`src/rtl/multi_stack_shared_store_defines.svh`:
```
// Assertion macros shared by the multi-stack store RTL.
// Define ASSERT_OFF to compile every assertion away.
`ifndef MULTI_STACK_SHARED_STORE_DEFINES_SVH
`define MULTI_STACK_SHARED_STORE_DEFINES_SVH

`ifndef ASSERT_OFF

// Whenever pre holds, post must hold in the same cycle.
`define MSS_ASSERT_IMPLY(label, clk, rst_n, pre, post, msg) \
  label: assert property (@(posedge clk) disable iff (!rst_n) (pre) |-> (post)) \
    else $error(msg);

// Whenever pre holds, post must hold in the following cycle.
`define MSS_ASSERT_NEXT(label, clk, rst_n, pre, post, msg) \
  label: assert property (@(posedge clk) disable iff (!rst_n) (pre) |=> (post)) \
    else $error(msg);

// The condition must never hold.
`define MSS_ASSERT_NEVER(label, clk, rst_n, cond, msg) \
  label: assert property (@(posedge clk) disable iff (!rst_n) !(cond)) \
    else $error(msg);

`else

`define MSS_ASSERT_IMPLY(label, clk, rst_n, pre, post, msg)
`define MSS_ASSERT_NEXT(label, clk, rst_n, pre, post, msg)
`define MSS_ASSERT_NEVER(label, clk, rst_n, cond, msg)

`endif

`endif

```
`src/rtl/mss_pkg.sv`:
```
`timescale 1ns / 1ps

package mss_pkg;

  // Operation carried by an input item.
  typedef enum logic {
    ACT_PUSH = 1'b0,
    ACT_POP  = 1'b1
  } mss_action_t;

  // Result status codes.
  typedef enum logic [1:0] {
    ST_DONE  = 2'd0,
    ST_EMPTY = 2'd1,
    ST_FULL  = 2'd2
  } mss_status_t;

  // Input item.
  typedef struct packed {
    mss_action_t action;
    logic [3:0]  stack_index;
    logic [7:0]  push_data;
  } mss_in_t;

  // Result item.
  typedef struct packed {
    logic [7:0]  pop_data;
    mss_status_t status;
    logic [5:0]  stack_size;
  } mss_out_t;

  // Which stack the base and top read ports look at.
  typedef enum logic [1:0] {
    RD_S,
    RD_S1,
    RD_P
  } mss_rdsel_t;

  // How the reported stack size follows from the captured size.
  typedef enum logic [1:0] {
    SZ_ZERO,
    SZ_SAME,
    SZ_DEC,
    SZ_INC
  } mss_szsel_t;

  // Commands from the controller to the datapath.
  typedef struct packed {
    logic        load_item;
    mss_rdsel_t  rd_sel;
    logic        cap_s;
    logic        cap_s1;
    logic        scan_init;
    logic        scan_step;
    logic        left;
    logic        hit;
    logic        pop_read;
    logic        pop_commit;
    logic        push_write;
    logic        respond;
    mss_status_t resp_status;
    mss_szsel_t  resp_size;
    logic        resp_pop;
  } mss_cmd_t;

  // Status from the datapath to the controller.
  typedef struct packed {
    logic bad_index;
    logic is_pop;
    logic empty;
    logic room;
    logic p_free;
    logic p_last;
    logic p_zero;
    logic s_last;
    logic s_zero;
    logic shift_busy;
  } mss_sts_t;

endpackage

```
`src/rtl/multi_stack_shared_store.sv`:
```
`timescale 1ns / 1ps
// Several stacks sharing one entry store. An item (push or pop on one stack)
// is taken at a rising edge with start high and busy low; busy then stays
// high until the item is finished. Each item gives one result, shown on
// out_item for a single cycle with out_valid high; the result is a transfer
// that the receiver cannot hold off, and a new start is taken in that cycle.
// A pop from an empty stack, or any item with a stack index out of range, is
// answered from the decide state; a pop with data goes on through a read
// wait, and a push with free room goes straight to the push write. A push
// into a full store is refused once all other stacks have been scanned. A
// push onto a stack that has run into its neighbour repacks the store: it
// scans at most NUM_STACKS - 1 other stacks for room, moves the entries in
// between one slot each, and then writes the push. Repacking moves one entry
// per cycle through the entry store, which has one write port and one
// registered read port, and the scan reads one stack's limits per cycle.
// Reset (rst_n low, synchronous) empties all stacks and splits the store
// evenly among them at once, with no clearing pass; entries hold no defined
// value until written.
module multi_stack_shared_store #(
  parameter int NUM_STACKS  = 13,
  parameter int CAPACITY    = 52,
  parameter int ENTRY_WIDTH = 8
) (
  input  logic              clk,
  input  logic              rst_n,
  input  logic              start,
  output logic              busy,
  input  mss_pkg::mss_in_t  in_item,
  output logic              out_valid,
  output mss_pkg::mss_out_t out_item
);

  mss_pkg::mss_cmd_t cmd;
  mss_pkg::mss_sts_t sts;

  // Sequencer for one item at a time.
  mss_ctrl u_ctrl (
    .clk   (clk),
    .rst_n (rst_n),
    .start (start),
    .busy  (busy),
    .sts   (sts),
    .cmd   (cmd)
  );

  // Store, stack limits, shifter and result register.
  mss_dpath #(
    .NUM_STACKS  (NUM_STACKS),
    .CAPACITY    (CAPACITY),
    .ENTRY_WIDTH (ENTRY_WIDTH)
  ) u_dpath (
    .clk       (clk),
    .rst_n     (rst_n),
    .in_item   (in_item),
    .cmd       (cmd),
    .sts       (sts),
    .out_valid (out_valid),
    .out_item  (out_item)
  );

endmodule

```
`src/rtl/mss_ctrl.sv`:
```
`timescale 1ns / 1ps
`include "multi_stack_shared_store_defines.svh"

module mss_ctrl (
  input  logic             clk,
  input  logic             rst_n,
  input  logic             start,
  output logic             busy,
  input  mss_pkg::mss_sts_t sts,
  output mss_pkg::mss_cmd_t cmd
);

  typedef enum logic [3:0] {
    S_IDLE,
    S_GET_S,
    S_GET_S1,
    S_DECIDE,
    S_POP_WAIT,
    S_SCAN_R,
    S_SCAN_L,
    S_SHIFT,
    S_PUSH
  } state_t;

  state_t state_r;
  state_t state_nxt;
  logic   busy_r;

  // Next state and the commands for the current cycle.
  always_comb begin
    state_nxt = state_r;
    cmd       = '0;
    case (state_r)
      S_IDLE: begin
        if (start) begin
          cmd.load_item = 1'b1;
          state_nxt     = S_GET_S;
        end
      end
      S_GET_S: begin
        cmd.rd_sel = mss_pkg::RD_S;
        cmd.cap_s  = 1'b1;
        state_nxt  = S_GET_S1;
      end
      S_GET_S1: begin
        cmd.rd_sel = mss_pkg::RD_S1;
        cmd.cap_s1 = 1'b1;
        state_nxt  = S_DECIDE;
      end
      S_DECIDE: begin
        if (sts.bad_index) begin
          cmd.respond     = 1'b1;
          cmd.resp_status = sts.is_pop ? mss_pkg::ST_EMPTY : mss_pkg::ST_FULL;
          cmd.resp_size   = mss_pkg::SZ_ZERO;
          state_nxt       = S_IDLE;
        end else if (sts.is_pop) begin
          if (sts.empty) begin
            cmd.respond     = 1'b1;
            cmd.resp_status = mss_pkg::ST_EMPTY;
            cmd.resp_size   = mss_pkg::SZ_SAME;
            state_nxt       = S_IDLE;
          end else begin
            cmd.pop_read = 1'b1;
            state_nxt    = S_POP_WAIT;
          end
        end else if (sts.room) begin
          state_nxt = S_PUSH;
        end else if (!sts.s_last) begin
          cmd.scan_init = 1'b1;
          state_nxt     = S_SCAN_R;
        end else if (!sts.s_zero) begin
          cmd.scan_init = 1'b1;
          cmd.left      = 1'b1;
          state_nxt     = S_SCAN_L;
        end else begin
          cmd.respond     = 1'b1;
          cmd.resp_status = mss_pkg::ST_FULL;
          cmd.resp_size   = mss_pkg::SZ_SAME;
          state_nxt       = S_IDLE;
        end
      end
      S_POP_WAIT: begin
        cmd.respond     = 1'b1;
        cmd.resp_status = mss_pkg::ST_DONE;
        cmd.resp_size   = mss_pkg::SZ_DEC;
        cmd.resp_pop    = 1'b1;
        cmd.pop_commit  = 1'b1;
        state_nxt       = S_IDLE;
      end
      S_SCAN_R: begin
        cmd.rd_sel = mss_pkg::RD_P;
        if (sts.p_free) begin
          cmd.hit   = 1'b1;
          state_nxt = S_SHIFT;
        end else if (sts.p_last) begin
          if (sts.s_zero) begin
            cmd.respond     = 1'b1;
            cmd.resp_status = mss_pkg::ST_FULL;
            cmd.resp_size   = mss_pkg::SZ_SAME;
            state_nxt       = S_IDLE;
          end else begin
            cmd.scan_init = 1'b1;
            cmd.left      = 1'b1;
            state_nxt     = S_SCAN_L;
          end
        end else begin
          cmd.scan_step = 1'b1;
        end
      end
      S_SCAN_L: begin
        cmd.rd_sel = mss_pkg::RD_P;
        cmd.left   = 1'b1;
        if (sts.p_free) begin
          cmd.hit   = 1'b1;
          state_nxt = S_SHIFT;
        end else if (sts.p_zero) begin
          cmd.respond     = 1'b1;
          cmd.resp_status = mss_pkg::ST_FULL;
          cmd.resp_size   = mss_pkg::SZ_SAME;
          state_nxt       = S_IDLE;
        end else begin
          cmd.scan_step = 1'b1;
        end
      end
      S_SHIFT: begin
        if (!sts.shift_busy) begin
          state_nxt = S_PUSH;
        end
      end
      S_PUSH: begin
        cmd.rd_sel      = mss_pkg::RD_S;
        cmd.push_write  = 1'b1;
        cmd.respond     = 1'b1;
        cmd.resp_status = mss_pkg::ST_DONE;
        cmd.resp_size   = mss_pkg::SZ_INC;
        state_nxt       = S_IDLE;
      end
      default: begin
        state_nxt = S_IDLE;
      end
    endcase
  end

  // State register and the registered busy flag.
  always_ff @(posedge clk) begin
    if (!rst_n) begin
      state_r <= S_IDLE;
      busy_r  <= 1'b0;
    end else begin
      state_r <= state_nxt;
      busy_r  <= (state_nxt != S_IDLE);
    end
  end

  assign busy = busy_r;

  // The shifter must be quiet whenever no item is in progress.
  `MSS_ASSERT_IMPLY(a_idle_no_shift, clk, rst_n, state_r == S_IDLE, !sts.shift_busy, "shift active while idle")
  // A finished shift always leads straight into the push.
  `MSS_ASSERT_NEXT(a_shift_to_push, clk, rst_n, (state_r == S_SHIFT) && !sts.shift_busy, state_r == S_PUSH, "shift did not end in a push")

endmodule

```
`src/rtl/mss_dpath.sv`:
```
`timescale 1ns / 1ps
`include "multi_stack_shared_store_defines.svh"

module mss_dpath #(
  parameter int NUM_STACKS  = 13,
  parameter int CAPACITY    = 52,
  parameter int ENTRY_WIDTH = 8
) (
  input  logic              clk,
  input  logic              rst_n,
  input  mss_pkg::mss_in_t  in_item,
  input  mss_pkg::mss_cmd_t cmd,
  output mss_pkg::mss_sts_t sts,
  output logic              out_valid,
  output mss_pkg::mss_out_t out_item
);

  // Address width holds 0..CAPACITY, slot width indexes the store.
  localparam int AW  = $clog2(CAPACITY + 1);
  localparam int SLW = (CAPACITY > 1) ? $clog2(CAPACITY) : 1;
  localparam int SW  = $clog2(NUM_STACKS + 1);
  localparam int IW  = (SW > 4) ? SW : 4;

  mss_pkg::mss_in_t       item_r;
  logic [ENTRY_WIDTH-1:0] mem [CAPACITY];
  logic [ENTRY_WIDTH-1:0] rdata_r;

  logic [AW-1:0] tops_r  [NUM_STACKS];
  logic [AW-1:0] bases_r [NUM_STACKS + 1];

  logic [AW-1:0] top_s_r;
  logic [AW-1:0] base_s_r;
  logic [AW-1:0] base_s1_r;
  logic [SW-1:0] p_r;

  logic [AW-1:0]  src_r, src_nxt;
  logic [AW-1:0]  cnt_r, cnt_nxt;
  logic           shl_r, shl_nxt;
  logic           wr_pend_r, wr_pend_nxt;
  logic [SLW-1:0] wr_slot_r, wr_slot_nxt;

  logic              out_valid_r;
  mss_pkg::mss_out_t out_r;

  logic [IW-1:0]  idx_ext;
  logic           bad;
  logic [SW-1:0]  s;
  logic [SW-1:0]  t_idx, b_idx;
  logic [AW-1:0]  t_rd, b_rd;
  logic [AW-1:0]  size_s, size_v;
  logic [SLW-1:0] rd_slot, mem_wslot;
  logic           mem_we;
  logic [ENTRY_WIDTH-1:0] mem_wdata;

  // Item register, taken when the controller accepts a new item.
  always_ff @(posedge clk) begin
    if (cmd.load_item) begin
      item_r <= in_item;
    end
  end

  assign idx_ext = IW'(item_r.stack_index);
  assign bad     = (idx_ext >= IW'(NUM_STACKS));
  assign s       = SW'(idx_ext);

  // Single read port on the tops and on the bases, steered by the controller.
  always_comb begin
    t_idx = s;
    b_idx = s;
    case (cmd.rd_sel)
      mss_pkg::RD_S: begin
        t_idx = s;
        b_idx = s;
      end
      mss_pkg::RD_S1: begin
        b_idx = s + SW'(1);
      end
      mss_pkg::RD_P: begin
        t_idx = p_r;
        b_idx = p_r + SW'(1);
      end
      default: begin
        t_idx = s;
      end
    endcase
    t_rd = '0;
    b_rd = '0;
    for (int i = 0; i < NUM_STACKS; i++) begin
      if (t_idx == SW'(i)) t_rd = tops_r[i];
    end
    for (int i = 0; i <= NUM_STACKS; i++) begin
      if (b_idx == SW'(i)) b_rd = bases_r[i];
    end
  end

  // Stack tops: reset to an even split, moved by pushes, pops and repacking.
  for (genvar g = 0; g < NUM_STACKS; g++) begin : g_top
    localparam logic [AW-1:0] RstVal = AW'((g * CAPACITY) / NUM_STACKS);
    logic          in_rng;
    logic [AW-1:0] top_nxt;

    assign in_rng = cmd.left ? ((SW'(g) > p_r) && (SW'(g) <= s))
                             : ((SW'(g) > s) && (SW'(g) <= p_r));

    always_comb begin
      top_nxt = tops_r[g];
      if (cmd.hit && in_rng) begin
        top_nxt = cmd.left ? tops_r[g] - AW'(1) : tops_r[g] + AW'(1);
      end else if (cmd.push_write && (s == SW'(g))) begin
        top_nxt = tops_r[g] + AW'(1);
      end else if (cmd.pop_commit && (s == SW'(g))) begin
        top_nxt = tops_r[g] - AW'(1);
      end
    end

    always_ff @(posedge clk) begin
      if (!rst_n) begin
        tops_r[g] <= RstVal;
      end else begin
        tops_r[g] <= top_nxt;
      end
    end
  end

  // Stack bases: only repacking moves them; the outer two never change.
  for (genvar g = 0; g <= NUM_STACKS; g++) begin : g_base
    localparam logic [AW-1:0] RstVal = AW'((g * CAPACITY) / NUM_STACKS);
    logic          in_rng;
    logic [AW-1:0] base_nxt;

    assign in_rng = cmd.left ? ((SW'(g) > p_r) && (SW'(g) <= s))
                             : ((SW'(g) > s) && (SW'(g) <= p_r));

    always_comb begin
      base_nxt = bases_r[g];
      if (cmd.hit && in_rng) begin
        base_nxt = cmd.left ? bases_r[g] - AW'(1) : bases_r[g] + AW'(1);
      end
    end

    always_ff @(posedge clk) begin
      if (!rst_n) begin
        bases_r[g] <= RstVal;
      end else begin
        bases_r[g] <= base_nxt;
      end
    end
  end

  // Captured limits of the addressed stack and the scan pointer.
  always_ff @(posedge clk) begin
    if (cmd.cap_s) begin
      top_s_r  <= t_rd;
      base_s_r <= b_rd;
    end
    if (cmd.cap_s1) begin
      base_s1_r <= b_rd;
    end
    if (cmd.scan_init) begin
      p_r <= cmd.left ? s - SW'(1) : s + SW'(1);
    end else if (cmd.scan_step) begin
      p_r <= cmd.left ? p_r - SW'(1) : p_r + SW'(1);
    end
  end

  // Shifter: one entry read per cycle; the registered read data is written one slot over.
  always_comb begin
    src_nxt     = src_r;
    cnt_nxt     = cnt_r;
    shl_nxt     = shl_r;
    wr_pend_nxt = 1'b0;
    wr_slot_nxt = wr_slot_r;
    if (cmd.hit) begin
      shl_nxt = cmd.left;
      if (cmd.left) begin
        src_nxt = b_rd + AW'(1);
        cnt_nxt = top_s_r - b_rd;
      end else begin
        src_nxt = t_rd;
        cnt_nxt = t_rd - base_s1_r;
      end
    end else if (cnt_r != '0) begin
      src_nxt     = shl_r ? src_r + AW'(1) : src_r - AW'(1);
      cnt_nxt     = cnt_r - AW'(1);
      wr_pend_nxt = 1'b1;
      wr_slot_nxt = shl_r ? SLW'(src_r - AW'(2)) : SLW'(src_r);
    end
  end

  always_ff @(posedge clk) begin
    if (!rst_n) begin
      cnt_r     <= '0;
      wr_pend_r <= 1'b0;
    end else begin
      cnt_r     <= cnt_nxt;
      wr_pend_r <= wr_pend_nxt;
    end
    src_r     <= src_nxt;
    shl_r     <= shl_nxt;
    wr_slot_r <= wr_slot_nxt;
  end

  // Entry store: one write port, one registered read port.
  assign rd_slot   = cmd.pop_read ? SLW'(top_s_r - AW'(1)) : SLW'(src_r - AW'(1));
  assign mem_we    = wr_pend_r | cmd.push_write;
  assign mem_wslot = wr_pend_r ? wr_slot_r : SLW'(t_rd);
  assign mem_wdata = wr_pend_r ? rdata_r : ENTRY_WIDTH'(item_r.push_data);

  always_ff @(posedge clk) begin
    if (mem_we) begin
      mem[mem_wslot] <= mem_wdata;
    end
    rdata_r <= mem[rd_slot];
  end

  // Status towards the controller.
  assign sts.bad_index  = bad;
  assign sts.is_pop     = (item_r.action == mss_pkg::ACT_POP);
  assign sts.empty      = (top_s_r == base_s_r);
  assign sts.room       = (top_s_r < base_s1_r);
  assign sts.p_free     = (t_rd < b_rd);
  assign sts.p_last     = (p_r == SW'(NUM_STACKS - 1));
  assign sts.p_zero     = (p_r == '0);
  assign sts.s_last     = (s == SW'(NUM_STACKS - 1));
  assign sts.s_zero     = (s == '0);
  assign sts.shift_busy = (cnt_r != '0) | wr_pend_r;

  // Result register: one strobe cycle per transfer.
  assign size_s = top_s_r - base_s_r;

  always_comb begin
    case (cmd.resp_size)
      mss_pkg::SZ_ZERO: size_v = '0;
      mss_pkg::SZ_SAME: size_v = size_s;
      mss_pkg::SZ_DEC:  size_v = size_s - AW'(1);
      mss_pkg::SZ_INC:  size_v = size_s + AW'(1);
      default:          size_v = '0;
    endcase
  end

  always_ff @(posedge clk) begin
    if (!rst_n) begin
      out_valid_r <= 1'b0;
    end else begin
      out_valid_r <= cmd.respond;
    end
    if (cmd.respond) begin
      out_r.pop_data   <= cmd.resp_pop ? 8'(rdata_r) : 8'd0;
      out_r.status     <= cmd.resp_status;
      out_r.stack_size <= 6'(size_v);
    end
  end

  assign out_valid = out_valid_r;
  assign out_item  = out_r;

  // A shift write and the push write never compete for the store port.
  `MSS_ASSERT_NEVER(a_no_dual_write, clk, rst_n, wr_pend_r && cmd.push_write, "two store writes in one cycle")
  // A push always lands inside the store.
  `MSS_ASSERT_IMPLY(a_push_in_store, clk, rst_n, cmd.push_write, t_rd < AW'(CAPACITY), "push beyond the store")
  // Results are never shown in two consecutive cycles.
  `MSS_ASSERT_NEXT(a_strobe_single, clk, rst_n, out_valid_r, !out_valid_r, "result strobe held high")

endmodule

```
`config.mk`:
```
export PLATFORM = sky130hd
export DESIGN_NAME = multi_stack_shared_store
export DESIGN_NICKNAME = d
export VERILOG_FILES = /design/src/rtl/mss_pkg.sv /design/src/rtl/multi_stack_shared_store.sv /design/src/rtl/mss_ctrl.sv /design/src/rtl/mss_dpath.sv
export VERILOG_INCLUDE_DIRS = /design/src /design/src/rtl
export SDC_FILE = /design/constraint.sdc
export NUM_CORES = 2
export LEC_CHECK = 0
export ABC_AREA = 0
export BUFFER_PORTS_ARGS = -buffer_cell sky130_fd_sc_hd__buf_4
export CAP_MARGIN = 5
export CORE_ASPECT_RATIO = 1.1
export CORE_MARGIN = 5
export CORE_UTILIZATION = 40
export DETAILED_ROUTE_END_ITERATION = 12
export GPL_TIMING_DRIVEN = 1
export PLACE_DENSITY_LB_ADDON = 0.12
export SLEW_MARGIN = 5
export SYNTH_ARGS = -nofsm -noshare
export SYNTH_HDL_FRONTEND = slang
export SYNTH_SLANG_ARGS = --single-unit
export TNS_END_PERCENT = 20
```
`constraint.sdc`:
```
create_clock -name clk -period 8.9 [get_ports clk]
set_input_delay 1.335 -clock clk [delete_from_list [all_inputs] [get_ports clk]]
set_output_delay 1.335 -clock clk [all_outputs]
set_load 0.01 [all_outputs]
```
==> impl_metrics.ini <==
[outcome]
outcome = complete, no violations

[setup_path]
r2r_setup_slack_ns = 0.50
crit_top_cell = a21oi_1
worstSetupPathType = flip-flop to flip-flop
slowest_stage = nor2_1
worstPathArrival_ns = 8.95
critPathCaptureType = flip-flop
crit_required_ns = 9.45
critPathMaxFanout = 35
start_kind = flip-flop
slowest_delay_ns = 0.54

[detailed_routing]
drc = 0
drt_iter0_markers = 2265
viasPerCell = 5.88
wl_per_cell_microns = 24.5
wl_microns = 114000
antenna_left = 0
first_pass_iters = 6
dr_total_vias = 27317

[place]
placedCellCount = 4507
place_congestion = 0.936
port_buffers = 33
dp_hpwl_microns = 78800
post-place-ws_ns = 0.248

[floorplanning]
die_x_microns = 295
ios = 34
die_h_microns = 324
dieArea_sq_um = 95600
start_util_pct = 40.2
num_rows = 115
coreArea_sq_um = 89100

[cells_and_area]
most-common-layout-cells = nand2_1 (499), edfxtp_1 (480), mux2i_1 (180)
area_growth_pct = 10.2
fin_nets = 3575
drive_gt1_share_pct = 8.87
layout.cells.non_filler = 4642
layout_commonest_cell = nand2_1

[global_routing]
track_usage_pct = 23.3
grt_overflow = 0
grt_max_degree = 92
antenna_found_initial = 3
grt_pass1_wl_microns = 171000
grt_pass1_vias = 26894

[sta]
fin_ws_ns = 0.498
slew_viol_final = 0
post-route-min-period_ns = 8.40
hold_violations = 0
fin_crit_sh_pct = 94.4
tns_ns = 0
timing.slew.headroom_pct = 20.6
grt_setup_unrepaired = false
fmax_mhz = 119
setup_viol_count_final = 0
finClkSkew_ns = 0.0295
tightest_slew_ns = 1.19

[clocking]
clock_latency_ns = 0.64
clk_pin_slew_ns = 0.06
cts.path.max_buffers = 3
root_buffer = clkbuf_16
cts_tree = yes
cts_sinks = 657
cts_inserted_buffers = 76
cts_max_level = 3

[min_path]
hp-class = flip-flop to flip-flop

[yosys]
yosysTopAreaCellShare_pct = 40.3
seq_area_frac_synth_pct = 50.2
postSynthAreaPerCell_sq_um = 10.4
synth_edf_count = 480
synth_warnings = 0
synth_area_sq_um = 35800
async_flop_share_pct = 0
synthCells = 3444
yosys-top-cells-area = edfxtp_1 (40%), dfxtp_1 (9.9%), nand2_1 (5.2%)
yosys.area.top_type = edfxtp_1
synth_cell_types = 104
synth_fp_nets = 3602
ys_ff_latch = 657
synthFlopType = edfxtp_1

[pwr]
power_density_nw_per_um2 = 278
leakage_nw = 14.7
max-vdd-ir-drop_mv = 0.365

[flow_run]
max_cap_viol_count = 0
==> worst max-delay path: cells and delay by family (launching register included) <==
family,cells,cell delay (ns)
flops,1,0.49
fa+ha+maj,3,0.87
compound gates,14,2.97
mux,1,0.30
xor+xnor,1,0.09
simple gates,9,2.46
buf+inv,6,1.09
==> state kept, by name, summed over array words and instances, names as in the netlist, 4 cells and up <==
| signal | flops |
|---|---|
| u_ctrl.state_r | 4 |
| u_dpath.base_s_r | 6 |
| u_dpath.wr_slot_r | 6 |
| u_dpath.rdata_r | 8 |
| u_dpath.idx_ext | 4 |
| u_dpath.cnt_r | 6 |
| u_dpath.src_r | 6 |
| u_dpath.item_r | 8 |
| u_dpath.tops_r | 78 |
| u_dpath.top_s_r | 6 |
| u_dpath.out_item | 16 |
| u_dpath.p_r | 4 |
| u_dpath.mem | 416 |
| u_dpath.bases_r | 78 |
| u_dpath.base_s1_r | 6 |
==> synth_stat cells, types with 13 or more instances <==
cell type / n
a21oi_1: 165
nor3_1: 60
mux2_2: 52
a21o_1: 59
fa_1: 17
nand2b_1: 54
o311ai_0: 18
and2_1: 19
a311oi_1: 50
or2_2: 13
a22oi_1: 26
ha_1: 125
o31ai_1: 26
nor2b_1: 14
dfxtp_1: 177
buf_2: 59
nor4_1: 13
o21ai_0: 139
xnor2_1: 82
nor2_1: 173
o22ai_1: 20
nand2_1: 500
a221oi_1: 18
a211oi_1: 31
clkbuf_1: 111
nand4_1: 16
nand3_1: 174
or3_1: 19
and3_1: 85
inv_1: 127
xor2_1: 47
a31oi_1: 44
mux2i_1: 181
edfxtp_1: 480
or4_1: 19
==> final cells by class <==
cell class | instances | area (sq um)
fillers | 8374 | 49600
flip-flops and latches | 657 | 18000
multi-input cells | 2460 | 16500
clock buffers | 100 | 2080
well taps | 1170 | 1460
repair buffers | 93 | 723
inverters | 129 | 488
clock inverters | 32 | 262
diodes | 1 | 2.50
==> routing by layer <==
| metal | vias up | part of all wire (%) | GRT usage [%] |
|---|---|---|---|
| met1 | 13487 | 41 | 29.5 |
| met5 | - | 0.020 | 0 |
| met2 | 870 | 49 | 39.9 |
| met3 | 248 | 5.0 | 3.01 |
| met4 | 4 | 4.9 | 10.5 |
| li1 | 12708 | - | - |
==> worst paths after layout <==
check                                                   startpoint                             endpoint  cells past startpoint
worst min-delay path            u_dpath.bases_r[1][6]$_SDFFE_PN0P_   u_dpath.bases_r[1][6]$_SDFFE_PN0P_                      2
worst max register to register        u_ctrl.state_r[2]$_SDFF_PN0_  u_dpath.bases_r[3][11]$_SDFFE_PN0P_                     34
worst min register to register  u_dpath.bases_r[1][6]$_SDFFE_PN0P_   u_dpath.bases_r[1][6]$_SDFFE_PN0P_                      2
worst max-delay path                  u_ctrl.state_r[2]$_SDFF_PN0_  u_dpath.bases_r[3][11]$_SDFFE_PN0P_                     34
==> cells by family (layout without fill, tap and decap cells) <==
group	count (synthesis)	after routing	synth area share [%]
simple gates	1200	1200	15.8
compound gates	738	738	14.0
flops	657	657	50.2
buf+inv	327	354	3.98
mux	251	251	7.54
fa+ha+maj	142	142	5.32
xor+xnor	129	129	3.16
other cells	0	1	0
==> power by group <==
group	total, mW	internal, mW	leakage [nW]	switching [mW]
Clock	2.99	1.69	1.14	1.30
Combinational	4.09	1.31	7.76	2.78
Sequential	3.89	3.74	5.79	0.153
==> per-stage QoR <==
stage	hold WS [ns]	cell area, sq um	util [%]	power (mW)
finish	0.497	39400	44.3	11.0
global route	0.516	39400	44.3	11.5
CTS	0.489	39400	44.3	11.1
detailed placement	0.481	37100	41.6	8.06
global placement	0.461	37100	41.6	8.01
floorplan	0.442	35800	-	6.56
==> repair_timing <==
action | 4_1_cts | 5_1_grt
setup endpoints to repair | 0 | 12
hold buffers | 0 | 0
setup buffers | 0 | 2
gates resized for setup | 0 | 1
No activity file was read; power rests on OpenSTA's default activity.
